`config.mk`:
```
export PLATFORM = sky130hd
export DESIGN_NAME = rdf_queue
export DESIGN_NICKNAME = d
export VERILOG_FILES = /design/src/hdl/rdf_pkg.sv /design/src/hdl/rdf_queue.sv
export SDC_FILE = /design/constraint.sdc
export NUM_CORES = 1
export LEC_CHECK = 0
export BUFFER_PORTS_ARGS = -buffer_cell sky130_fd_sc_hd__buf_2
export CORE_MARGIN = 8
export CORE_UTILIZATION = 35
export CTS_BUF_LIST = sky130_fd_sc_hd__clkbuf_16
export CTS_CLUSTER_DIAMETER = 120
export DETAILED_ROUTE_END_ITERATION = 7
export PLACE_DENSITY = 0.54
export RECOVER_POWER = 25
export SLEW_MARGIN = 10
export SYNTH_ARGS = -nofsm -noshare
export SYNTH_HDL_FRONTEND = slang
export SYNTH_SLANG_ARGS = --single-unit
```
`constraint.sdc`:
```
create_clock -name aclk -period 8.73 [get_ports aclk]
set_input_delay 1.3095 -clock aclk [delete_from_list [all_inputs] [get_ports aclk]]
set_output_delay 1.3095 -clock aclk [all_outputs]
set_load 0.05 [all_outputs]
```
`src/hdl/rdf_pkg.sv`:
```
// Package for the radar despeckle filter.
// Holds default sizes, register constants and state encodings.
// No dependencies.
package rdf_pkg;

    // Default sizes handed to the top-level parameters.
    localparam int DEF_MAX_GATES      = 4096;
    localparam int DEF_SAMPLE_BITS    = 16;
    localparam int DEF_MULT_FRAC_BITS = 8;

    // Threshold multiplier register.
    localparam int          MULT_BITS  = 16;
    localparam logic [15:0] MULT_RESET = 16'd512;

    // Depth of the job queue between front and back.
    localparam int QUEUE_DEPTH = 4;

    // Front sequencer states.
    typedef enum logic [3:0] {
        F_IDLE  = 4'b0001,
        F_UPD   = 4'b0010,
        F_PUSH0 = 4'b0100,
        F_PUSH1 = 4'b1000
    } front_state_t;

    // Back sequencer states.
    typedef enum logic [6:0] {
        B_IDLE  = 7'b0000001,
        B_SORT1 = 7'b0000010,
        B_SORT2 = 7'b0000100,
        B_TEST  = 7'b0001000,
        B_SQ    = 7'b0010000,
        B_MUL   = 7'b0100000,
        B_CMP   = 7'b1000000
    } back_state_t;

    // Output register status shared by the back end and the top level.
    typedef struct packed {
        logic busy;
        logic free;
    } out_stat_t;

endpackage

```
`src/hdl/rdf_queue.sv`:
```
// Short job queue that decouples the front and back ends of the filter.
// Depends on rdf_pkg for the depth.
module rdf_queue #(
    parameter int WIDTH = 7 * rdf_pkg::DEF_SAMPLE_BITS + 2
) (
    input  logic             aclk,
    input  logic             aresetn,
    input  logic             wr_valid,
    output logic             wr_ready,
    input  logic [WIDTH-1:0] wr_data,
    output logic             rd_valid,
    input  logic             rd_ready,
    output logic [WIDTH-1:0] rd_data
);
    import rdf_pkg::*;

    localparam int AW = $clog2(QUEUE_DEPTH);
    localparam int CW = $clog2(QUEUE_DEPTH + 1);

    logic [WIDTH-1:0] slot_reg [QUEUE_DEPTH];
    logic [AW-1:0]    wptr_reg, rptr_reg;
    logic [CW-1:0]    count_reg;
    logic             push, pop;

    assign wr_ready = (count_reg != CW'(QUEUE_DEPTH));
    assign rd_valid = (count_reg != '0);
    assign rd_data  = slot_reg[rptr_reg];
    assign push     = wr_valid && wr_ready;
    assign pop      = rd_valid && rd_ready;

    // Storage.
    always_ff @(posedge aclk) begin
        if (push) slot_reg[wptr_reg] <= wr_data;
    end

    // Pointers and fill count.
    always_ff @(posedge aclk) begin
        if (!aresetn) begin
            wptr_reg  <= '0;
            rptr_reg  <= '0;
            count_reg <= '0;
        end else begin
            if (push) wptr_reg <= wptr_reg + AW'(1);
            if (pop)  rptr_reg <= rptr_reg + AW'(1);
            if (push && !pop)      count_reg <= count_reg + CW'(1);
            else if (pop && !push) count_reg <= count_reg - CW'(1);
        end
    end

    a_count_bound: assert property (@(posedge aclk) disable iff (!aresetn)
        count_reg <= CW'(QUEUE_DEPTH))
        else $error("queue fill count out of range");
    a_count_step: assert property (@(posedge aclk) disable iff (!aresetn)
        (push && !pop) |=> count_reg == $past(count_reg) + CW'(1))
        else $error("queue count missed a transfer");
    a_ptr_gap: assert property (@(posedge aclk) disable iff (!aresetn)
        (count_reg == '0) |-> (wptr_reg == rptr_reg))
        else $error("empty queue with unequal pointers");

endmodule

```
==> flow_summary.ini <==
[clock_tree]
cts.clk_slew.worst_paths_ns = 0.05
cts_resized = 0
cts_tree = yes
cts_sinks = 465
clk_latency_ns = 0.57
cts.path.max_buffers = 3
cts_root_buffer = clkbuf_16
post_cts_buffers = 0
cts_htree_levels = 2
cts_made_buffers = 51
postCtsHoldBufs = 0

[routing]
wl_per_cell_um = 22.3
ant_nets = 0
first_iter_violations = 529
drc_errors = 0
firstDrtPassIters = 4
wirelength_um = 34900
num_vias = 7525
viasPerCell = 4.80

[global_route]
grt_overflow = 0
first_global_vias = 8283
grt_usage_pct = 12.4
grt_busiest_layer = met2
use_met3_pct = 4.43
antenna_found_initial = 6
grt_max_degree = 80
gr-usage-met2_pct = 19.5
grtUsageMet1_pct = 16.2
grt_pass1_wl_um = 52500

[run_status]
status = finished, final reports clean

[placed_design]
port_buffers = 233
dpl.cell_count = 1476
pre_cts_ws_ns = 4.60
place.gp.congestion = 0.701
dp_hpwl_um = 20700
post_dp_cell_area_sq_um = 18800

[worst_setup_path]
slowest_delay_ns = 0.85
cp_slowest_cell = dfxtp_4
path_cells = buf_12, mux4_2, buf_2
critPathRequiredTime_ns = 7.42
worstPathArrival_ns = 3.02
end_kind = output pin
cp-start-kind = register
criticalPathCategory = reg2out
crit_fanout = 79

[pwr]
seq_power_share_pct = 41.2
irDropWorstVdd_uv = 247
power_leakage_nw = 6.56
power.density_nw_per_um2 = 338
internal_power_mw = 4.45
p_comb_share_pct = 30.6
pwr-share-clk_pct = 28.2
switchingPower_mw = 2.38
finalPower_mw = 6.83
sw_frac_of_total_pct = 34.8

[sta]
setup_ws_ns = 4.40
period_share_pct = 49.6
worst_slew_pin_slew_ns = 0.921
rsz0062_at_grt = no
whs_ns = 0.495
final_max_slew_viol_count = 0
period_minus_slack_ns = 4.33
hold_violations = 0
fmax_ghz = 0.231
setup_viol_count_final = 0
fin_tns_setup_ns = 0
slew_headroom_pct = 38.6
skew_ns = 0.0113

[final_layout]
fin_cells = 1568
largest_reg_flops = 456
design_area_sq_um = 20200
drive_above_1_share_pct = 37.9
final_core_util_pct = 42.3
fin_nets = 1038
syn_to_final_growth_pct = 19.4
fill_cells = 4155

[hold_path]
worstHoldPathType = reg2reg

[synth]
synth_seq_cells = 465
seq_area_frac_synth_pct = 81.9
synth.area.top_cells = edfxtp_1 (81%), mux4_2 (15%), dfxtp_1 (1.1%)
synth_edf_count = 456
synth.distinct_cells = 23
synthCells = 644
synth_flop_cell = edfxtp_1
synth_area_leader_cell = edfxtp_1
synth_warnings = 0
yosysTopAreaCellShare_pct = 80.9
avgSynthCellArea_sq_um = 26.3
synth_area_sq_um = 16900
syn_nets = 768
ys_async_sr_fraction_pct = 0

[floorplanning]
die_area_sq_um = 55700
io_pins = 234
die_h_um = 236
coreArea_sq_um = 47700
start_util_pct = 35.5
rows = 80
die_w_um = 236

[job]
max_cap_violations = 0
routing by layer:
layer	wire (um)	vias to the layer above
li1	-	3321
met1	15200	3936
met2	16400	194
met3	2600	64
met4	671	10
met5	59	-
kinds of logic after synthesis:
kind of cell | share of synthesized area, %
XOR/XNOR | 0.207
buffers and inverters | 1.27
AO/OA/AOI/OAI | 0.236
flip-flops | 81.9
multiplexers | 15.3
adder cells (fa/ha/maj) | 0.488
AND/OR/NAND/NOR | 0.539
Yosys cell counts, types with 2 or more instances:
master / instances
inv_1: 3
xnor2_1: 3
mux2i_1: 3
nand2_1: 5
clkbuf_1: 6
or3_1: 2
mux4_2: 114
buf_8: 7
ha_1: 5
edfxtp_1: 456
and2_1: 8
dfxtp_1: 9
buf_2: 13
worst paths after layout:
kind / startpoint / to / slack (ns) / cells past startpoint
setup / recovery: register / rd_data[83] / 4.40 / 3
hold / removal: wptr_reg[1] / wptr_reg[1] / 0.49 / 2
setup reg to reg: count_reg[0] / slot_reg[0][77] / 5.57 / 5
hold reg to reg: wptr_reg[1] / wptr_reg[1] / 0.49 / 2
critical path: cells and delay by family, from the launching register on:
family	cells	cell delay [ns]
flip-flops	1	0.85
buffers and inverters	2	0.83
multiplexers	1	0.64
final cells by class:
cell class / instances / area [sq um] / area share (%)
Sequential cell: 465 / 13900 / 68.7
Multi-Input combinational cell: 149 / 2860 / 14.1
Clock buffer: 53 / 1330 / 6.56
Timing Repair Buffer: 244 / 1170 / 5.81
Tap cell: 615 / 769 / 3.81
Clock inverter: 38 / 193 / 0.953
Inverter: 3 / 11.3 / 0.0557
Antenna cell: 1 / 2.50 / 0.0124
power by group through the flow:
stage | sequential [mW] | clock [mW] | combinational, mW
2_1_floorplan | 2.82 | 0 | 1.72
4_1_cts | 2.82 | 2.00 | 2.15
3_3_place_gp | 2.86 | 0 | 2.14
6_report | 2.81 | 1.93 | 2.09
5_1_grt | 2.84 | 2.08 | 2.20
3_5_place_dp | 2.87 | 0 | 2.14
placed cells by master, fill, tap and decap left out, drive strengths merged:
cell type and count:
edfxtp 456, buf 174, clkbuf 123, mux4 114, clkinv 23, inv 15, dfxtp 9, and2 8
nand2 5, ha 5, xnor2 3, mux2i 3, or3 2, clkinvlp 2, a21boi 2, diode 1
nor2 1, o31ai 1, nor2b 1, o311ai 1, xor2 1, o21ai 1, fa 1, bufinv 1
Power figures use the tool's default switching activity.
