[config.mk]
export PLATFORM = sky130hd
export DESIGN_NAME = rdf_back
export DESIGN_NICKNAME = d
export VERILOG_FILES = /design/src/hdl/rdf_pkg.sv /design/src/hdl/rdf_back.sv
export SDC_FILE = /design/constraint.sdc
export NUM_CORES = 2
export LEC_CHECK = 0
export BUFFER_PORTS_ARGS = -buffer_cell sky130_fd_sc_hd__buf_2
export CORE_ASPECT_RATIO = 1.5
export CORE_UTILIZATION = 39
export DETAILED_ROUTE_END_ITERATION = 6
export GPL_ROUTABILITY_DRIVEN = 0
export PLACE_DENSITY_LB_ADDON = 0.2
export SYNTH_ARGS = -nofsm -noshare
export SYNTH_HDL_FRONTEND = slang
export SYNTH_SLANG_ARGS = --single-unit
[constraint.sdc]
create_clock -name aclk -period 11.65 [get_ports aclk]
set_clock_uncertainty 0.05 [all_clocks]
set_input_delay 2.9125 -clock aclk [delete_from_list [all_inputs] [get_ports aclk]]
set_output_delay 2.9125 -clock aclk [all_outputs]
set_load 0.03 [all_outputs]
[src/hdl/rdf_pkg.sv]
// Package for the radar despeckle filter.
// Holds default sizes, register constants and state encodings.
// No dependencies.
package rdf_pkg;

    // Default sizes handed to the top-level parameters.
    localparam int DEF_MAX_GATES      = 4096;
    localparam int DEF_SAMPLE_BITS    = 16;
    localparam int DEF_MULT_FRAC_BITS = 8;

    // Threshold multiplier register.
    localparam int          MULT_BITS  = 16;
    localparam logic [15:0] MULT_RESET = 16'd512;

    // Depth of the job queue between front and back.
    localparam int QUEUE_DEPTH = 4;

    // Front sequencer states.
    typedef enum logic [3:0] {
        F_IDLE  = 4'b0001,
        F_UPD   = 4'b0010,
        F_PUSH0 = 4'b0100,
        F_PUSH1 = 4'b1000
    } front_state_t;

    // Back sequencer states.
    typedef enum logic [6:0] {
        B_IDLE  = 7'b0000001,
        B_SORT1 = 7'b0000010,
        B_SORT2 = 7'b0000100,
        B_TEST  = 7'b0001000,
        B_SQ    = 7'b0010000,
        B_MUL   = 7'b0100000,
        B_CMP   = 7'b1000000
    } back_state_t;

    // Output register status shared by the back end and the top level.
    typedef struct packed {
        logic busy;
        logic free;
    } out_stat_t;

endpackage

[src/hdl/rdf_back.sv]
// Back end of the despeckle filter: median, variance test and output register.
// Depends on rdf_pkg. One shared squarer is stepped over the seven distances.
module rdf_back #(
    parameter int SAMPLE_BITS    = rdf_pkg::DEF_SAMPLE_BITS,
    parameter int MULT_FRAC_BITS = rdf_pkg::DEF_MULT_FRAC_BITS,
    parameter int JOB_BITS       = 7 * rdf_pkg::DEF_SAMPLE_BITS + 2
) (
    input  logic                            aclk,
    input  logic                            aresetn,
    input  logic [rdf_pkg::MULT_BITS-1:0]   multiplier,
    input  logic                            job_valid,
    output logic                            job_ready,
    input  logic [JOB_BITS-1:0]             job_data,
    output logic                            out_valid,
    input  logic                            out_ready,
    output logic [SAMPLE_BITS-1:0]          out_sample,
    output logic                            out_replaced,
    output logic                            out_eop,
    output rdf_pkg::out_stat_t              out_stat
);
    import rdf_pkg::*;

    localparam int S  = SAMPLE_BITS;
    localparam int QW = 2 * S + 2;          // one squared distance
    localparam int VW = 2 * S + 5;          // sum of six squares
    localparam int CW = 2 * S + 5 + MULT_BITS;

    back_state_t bst_reg, bst_next;

    logic signed [S-1:0] tap_reg  [7];      // six neighbors, then the center
    logic signed [S-1:0] sort_reg [6];
    logic signed [S:0]   m2_reg;
    logic [2:0]          cnt_reg;
    logic [QW-1:0]       sq_reg, dsq_reg;
    logic [VW-1:0]       var_reg;
    logic [CW-1:0]       rhs_reg;

    logic                out_valid_reg, out_rep_reg, out_eop_reg;
    logic [S-1:0]        out_data_reg;

    logic                out_free, pop, pop_pass;
    logic                res_load;
    logic [S-1:0]        res_data;
    logic                res_rep;

    logic signed [S-1:0] l1 [6];
    logic signed [S-1:0] l2 [6];
    logic signed [S-1:0] l3 [6];
    logic signed [S-1:0] l4 [6];
    logic signed [S-1:0] l5 [6];
    logic signed [S+1:0] diff;
    logic [S+1:0]        diff_abs;
    logic [S:0]          mag;
    logic signed [S:0]   fl;
    logic signed [S:0]   center2;
    logic [CW-1:0]       lhs;

    assign out_free     = !out_valid_reg || out_ready;
    assign out_valid    = out_valid_reg;
    assign out_sample   = out_data_reg;
    assign out_replaced = out_rep_reg;
    assign out_eop      = out_eop_reg;
    assign out_stat     = '{busy: out_valid_reg, free: out_free};

    // Jobs are taken only when idle; a passthrough job also needs the output free.
    assign job_ready = (bst_reg == B_IDLE) && (job_data[7*S] || out_free);
    assign pop       = job_valid && job_ready;
    assign pop_pass  = pop && !job_data[7*S];

    // Sorting network on six inputs, first three layers.
    always_comb begin
        for (int i = 0; i < 6; i++) l1[i] = tap_reg[i];
        l1[0] = (tap_reg[0] > tap_reg[5]) ? tap_reg[5] : tap_reg[0];
        l1[5] = (tap_reg[0] > tap_reg[5]) ? tap_reg[0] : tap_reg[5];
        l1[1] = (tap_reg[1] > tap_reg[3]) ? tap_reg[3] : tap_reg[1];
        l1[3] = (tap_reg[1] > tap_reg[3]) ? tap_reg[1] : tap_reg[3];
        l1[2] = (tap_reg[2] > tap_reg[4]) ? tap_reg[4] : tap_reg[2];
        l1[4] = (tap_reg[2] > tap_reg[4]) ? tap_reg[2] : tap_reg[4];
        for (int i = 0; i < 6; i++) l2[i] = l1[i];
        l2[1] = (l1[1] > l1[2]) ? l1[2] : l1[1];
        l2[2] = (l1[1] > l1[2]) ? l1[1] : l1[2];
        l2[3] = (l1[3] > l1[4]) ? l1[4] : l1[3];
        l2[4] = (l1[3] > l1[4]) ? l1[3] : l1[4];
        for (int i = 0; i < 6; i++) l3[i] = l2[i];
        l3[0] = (l2[0] > l2[3]) ? l2[3] : l2[0];
        l3[3] = (l2[0] > l2[3]) ? l2[0] : l2[3];
        l3[2] = (l2[2] > l2[5]) ? l2[5] : l2[2];
        l3[5] = (l2[2] > l2[5]) ? l2[2] : l2[5];
    end

    // Last two layers of the network.
    always_comb begin
        for (int i = 0; i < 6; i++) l4[i] = sort_reg[i];
        l4[0] = (sort_reg[0] > sort_reg[1]) ? sort_reg[1] : sort_reg[0];
        l4[1] = (sort_reg[0] > sort_reg[1]) ? sort_reg[0] : sort_reg[1];
        l4[2] = (sort_reg[2] > sort_reg[3]) ? sort_reg[3] : sort_reg[2];
        l4[3] = (sort_reg[2] > sort_reg[3]) ? sort_reg[2] : sort_reg[3];
        l4[4] = (sort_reg[4] > sort_reg[5]) ? sort_reg[5] : sort_reg[4];
        l4[5] = (sort_reg[4] > sort_reg[5]) ? sort_reg[4] : sort_reg[5];
        for (int i = 0; i < 6; i++) l5[i] = l4[i];
        l5[1] = (l4[1] > l4[2]) ? l4[2] : l4[1];
        l5[2] = (l4[1] > l4[2]) ? l4[1] : l4[2];
        l5[3] = (l4[3] > l4[4]) ? l4[4] : l4[3];
        l5[4] = (l4[3] > l4[4]) ? l4[3] : l4[4];
    end

    // Doubled distance of the selected sample from the median, and its magnitude.
    always_comb begin
        diff     = {tap_reg[cnt_reg][S-1], tap_reg[cnt_reg], 1'b0} - {m2_reg[S], m2_reg};
        diff_abs = diff[S+1] ? (S+2)'(-diff) : diff;
        mag      = diff_abs[S:0];
    end

    // Median rounded half to even, and the doubled center.
    always_comb begin
        fl = m2_reg >>> 1;
        if (m2_reg[0] && fl[0]) fl = fl + (S+1)'(1);
        center2 = {tap_reg[6], 1'b0};
        lhs     = CW'(dsq_reg) << MULT_FRAC_BITS;
    end

    // Sequencer and result selection.
    always_comb begin
        bst_next = bst_reg;
        res_load = 1'b0;
        res_data = tap_reg[6];
        res_rep  = 1'b0;
        unique case (bst_reg)
            B_IDLE:  if (pop && job_data[7*S]) bst_next = B_SORT1;
            B_SORT1: bst_next = B_SORT2;
            B_SORT2: bst_next = B_TEST;
            B_TEST: begin
                if (center2 > m2_reg) begin
                    bst_next = B_SQ;
                end else if (out_free) begin
                    res_load = 1'b1;
                    bst_next = B_IDLE;
                end
            end
            B_SQ:    if (cnt_reg == 3'd7) bst_next = B_MUL;
            B_MUL:   bst_next = B_CMP;
            B_CMP: begin
                if (out_free) begin
                    res_load = 1'b1;
                    res_rep  = (lhs > rhs_reg);
                    if (lhs > rhs_reg) res_data = fl[S-1:0];
                    bst_next = B_IDLE;
                end
            end
            default: bst_next = B_IDLE;
        endcase
    end

    // Datapath registers.
    always_ff @(posedge aclk) begin
        if (pop) begin
            for (int i = 0; i < 6; i++) tap_reg[i] <= job_data[S*(i+1) +: S];
            tap_reg[6] <= job_data[S-1:0];
        end
        if (bst_reg == B_SORT1) begin
            for (int i = 0; i < 6; i++) sort_reg[i] <= l3[i];
        end
        if (bst_reg == B_SORT2) begin
            m2_reg <= {l5[2][S-1], l5[2]} + {l5[3][S-1], l5[3]};
        end
        // Square one distance a cycle; accumulate the previous one.
        if (bst_reg == B_TEST) begin
            cnt_reg <= 3'd0;
            var_reg <= '0;
        end
        if (bst_reg == B_SQ) begin
            cnt_reg <= cnt_reg + 3'd1;
            if (cnt_reg != 3'd7) sq_reg <= mag * mag;
            if (cnt_reg != 3'd0) begin
                if (cnt_reg == 3'd7) dsq_reg <= sq_reg;
                else                 var_reg <= var_reg + VW'(sq_reg);
            end
        end
        if (bst_reg == B_MUL) begin
            rhs_reg <= var_reg * multiplier;
        end
    end

    // Output register.
    always_ff @(posedge aclk) begin
        if (!aresetn) begin
            bst_reg       <= B_IDLE;
            out_valid_reg <= 1'b0;
        end else begin
            bst_reg <= bst_next;
            priority if (pop_pass) begin
                out_valid_reg <= 1'b1;
                out_data_reg  <= job_data[S-1:0];
                out_rep_reg   <= 1'b0;
                out_eop_reg   <= job_data[7*S+1];
            end else if (res_load) begin
                out_valid_reg <= 1'b1;
                out_data_reg  <= res_data;
                out_rep_reg   <= res_rep;
                out_eop_reg   <= 1'b0;
            end else if (out_ready) begin
                out_valid_reg <= 1'b0;
            end
        end
    end

    a_rep_not_eop: assert property (@(posedge aclk) disable iff (!aresetn)
        (out_valid_reg && out_rep_reg) |-> !out_eop_reg)
        else $error("replaced sample flagged as end of pulse");
    a_pop_idle: assert property (@(posedge aclk) disable iff (!aresetn)
        pop |-> bst_reg == B_IDLE)
        else $error("job taken while the back end was busy");
    a_sq_to_mul: assert property (@(posedge aclk) disable iff (!aresetn)
        (bst_reg == B_SQ && cnt_reg == 3'd7) |=> bst_reg == B_MUL)
        else $error("squaring pass did not finish in eight steps");

endmodule
==> summary.md <==
| Metric | Value |
|---|---|
| TritonCTS buffer count | 43 |
| Critical path launch point type | flip-flop |
| Tmin final | 11000 ps |
| Warnings, synthesis | 0 |
| Mapped Cells | 5517 |
| TritonRoute pass-1 iters | 5 |
| Leading area contributor after synthesis | fa_1 |
| Vias per cell | 5.26 |
| Final Hold Fails | 0 |
| CTS-repair resized insts | 0 |
| Max Clk Rate | 90.9 MHz |
| Syn Nets | 6873 |
| Critical Path RT | 11930 ps |
| WP data arrival | 11270 ps |
| Max Slew Vio Count | 0 |
| Commonest non-fill, non-tap cell in the layout | inv_1 |
| Measured slew at the worst slew-check pin | 1210 ps |
| Fin crit share | 94.4% |
| Sequential element share of the synthesized area | 22.2% |
| Remaining DRCs | 0 |
| IO buf count | 155 |
| Synth top area share | 25.4% |
| FF+latch count, synth | 413 |
| Synth unique cells | 93 |
| Ports | 156 |
| Vias | 38740 |
| Top FF cell, synth | edfxtp_1 |
| TritonCTS clock tree | done |
| TNS Setup | 0 ps |
| CP Class | flip-flop to flip-flop |
| Post-synth ARST share | 0% |
| Die height | 456 microns |
| Post-CTS setup buffer count | 0 |
| Synth Cell Area | 53700 sq um |
| Number of global-route vias before repair | 41795 |
| CTS root buffer | clkbuf_16 |
| H-Tree Depth | 2 |
| DIE AREA | 139000 sq um |
| Delay of the slowest critical-path stage | 600 ps |
| Most frequent cells in the layout | inv_1, fa_1, nand2_1, ha_1, edfxtp_1 |
| All-layer global routing usage | 21.5% |
| Nets@finish | 6920 |
| Number of routed nets with antenna violations | 0 |
| Initial antenna violation count | 3 |
| Crit path capture type | flip-flop |
| DR iter-0 viols | 1760 |
| Largest net degree at the start of global routing | 76 |
| Worst relative slew slack | 18.9% |
| First-pass GRT wire length | 234000 microns |
| Largest cells by area after synthesis | fa_1, edfxtp_1, ha_1 |
| Number of flops mapped to enable cells by yosys | 365 |
| CP Max Fanout | 22 |
| Avg Cell Area, Syn | 9.73 sq um |
| Overflow after GRT | 0 |
| Layout cells sized above 1 | 7.20% |
| Max reg flops | 112 |
| Clock Path Buffers | 3 |
| CTS Hold Bufs | 0 |
| Total Wirelength | 148000 microns |
| Synthesis-to-finish area growth | 7.72% |
| Max-cap check violation count | 0 |
| DP HPWL | 122000 microns |
| Wire per inst | 20.1 microns |
| Outcome | complete, no violations |
| Die W | 305 microns |
| Std-Cell Rows | 166 |
| Core Area | 136000 sq um |
| Reg clk slew, reported paths | 60 ps |
| CP most frequent cell | fa_1 |
| Crit path max-delay cell type | dfxtp_2 |
| Final Setup Violations | 0 |
| RSZ-0062 raised after global routing | false |
| Hold Path Class | flip-flop to flip-flop |
| Filler cells | 13370 |
| Clock Latency Late Sink | 610 ps |
| Clock sink count | 413 |
| Effective utilization at floorplan | 39.3% |
==> path summary, 6_finish.rpt <==
path	from	endpoint	slack (ps)	depth (start not counted)
worst min register to register	sq_reg[18]	dsq_reg[18]	410	0
worst max register to register	flip-flop	sq_reg[33]	650	34
worst max-delay path	flip-flop	sq_reg[33]	650	34
worst min-delay path	sq_reg[18]	dsq_reg[18]	410	0
==> worst max-delay path: cells and delay by family (launching register included) <==
family	cells	cell delay, ps
mux	2	900
compound gates	9	2320
buf+inv	6	1010
fa+ha+maj	8	3690
simple gates	7	1440
xor+xnor	2	690
flops	1	600
==> synthesized netlist by cell type, drive strengths merged (38+ instances only) <==
master and instances:
mux2i 260, o21a 55, nand4 62, nor3 42, nor2b 50, fa 680
dfxtp 48, o221ai 38, xor2 49, clkbuf 188, nand3 78, o21ai 165
nand2b 70, xnor2 120, inv 1021, nand2 624, a21oi 180, ha 542
edfxtp 365, nor2 186, a21o 150, mux2 38, and2 193
==> layout make-up <==
class                           instances  area [sq um]  area share, %
Clock inverter                         21           255          0.441
Timing Repair Buffer                  218          1250           2.16
Sequential cell                       413         11900           20.6
Antenna cell                            2          5.00        0.00866
Inverter                             1023          3850           6.65
Multi-Input combinational cell       3865         37200           64.3
Tap cell                             1764          2210           3.82
Clock buffer                           54          1130           1.95
==> metrics by stage <==
| stage | worst slack [ps] | util (%) | area (sq um) | hold WS (ps) | cells |
|---|---|---|---|---|---|
| final | 654 | 42.4 | 57800 | 407 | 7360 |
| after global routing | 107 | 42.4 | 57800 | 417 | 7359 |
| after CTS | 174 | 42.3 | 57800 | 412 | 7358 |
| after detailed placement | 241 | 41.3 | 56400 | 399 | 7283 |
| after global placement | 435 | 41.3 | 56400 | 405 | 7283 |
| after floorplan | 904 | - | 53700 | 371 | 5517 |
==> logic make-up after synthesis <==
kind of cell / Yosys count / share of synthesized area (%)
xor+xnor: 170 / 2.87
simple gates: 1396 / 12.4
flops: 413 / 22.2
fa+ha+maj: 1222 / 38.0
mux: 314 / 6.32
buf+inv: 1239 / 8.76
compound gates: 763 / 9.41
==> per-layer routing <==
metal / up-vias / track usage [%] / part of all wire (%) / wire length (microns)
met3: 270 / 1.99 / 3.6 / 5330
li1: 18165 / - / - / -
met4: 4 / 8.86 / 4.6 / 6790
met1: 19430 / 25.3 / 40 / 58900
met2: 871 / 39.8 / 52 / 76500
met5: - / 0 / 0.014 / 20
Power is not shown: default switching activity piles up to over one toggle a cycle in this logic, so the estimate is an artifact.
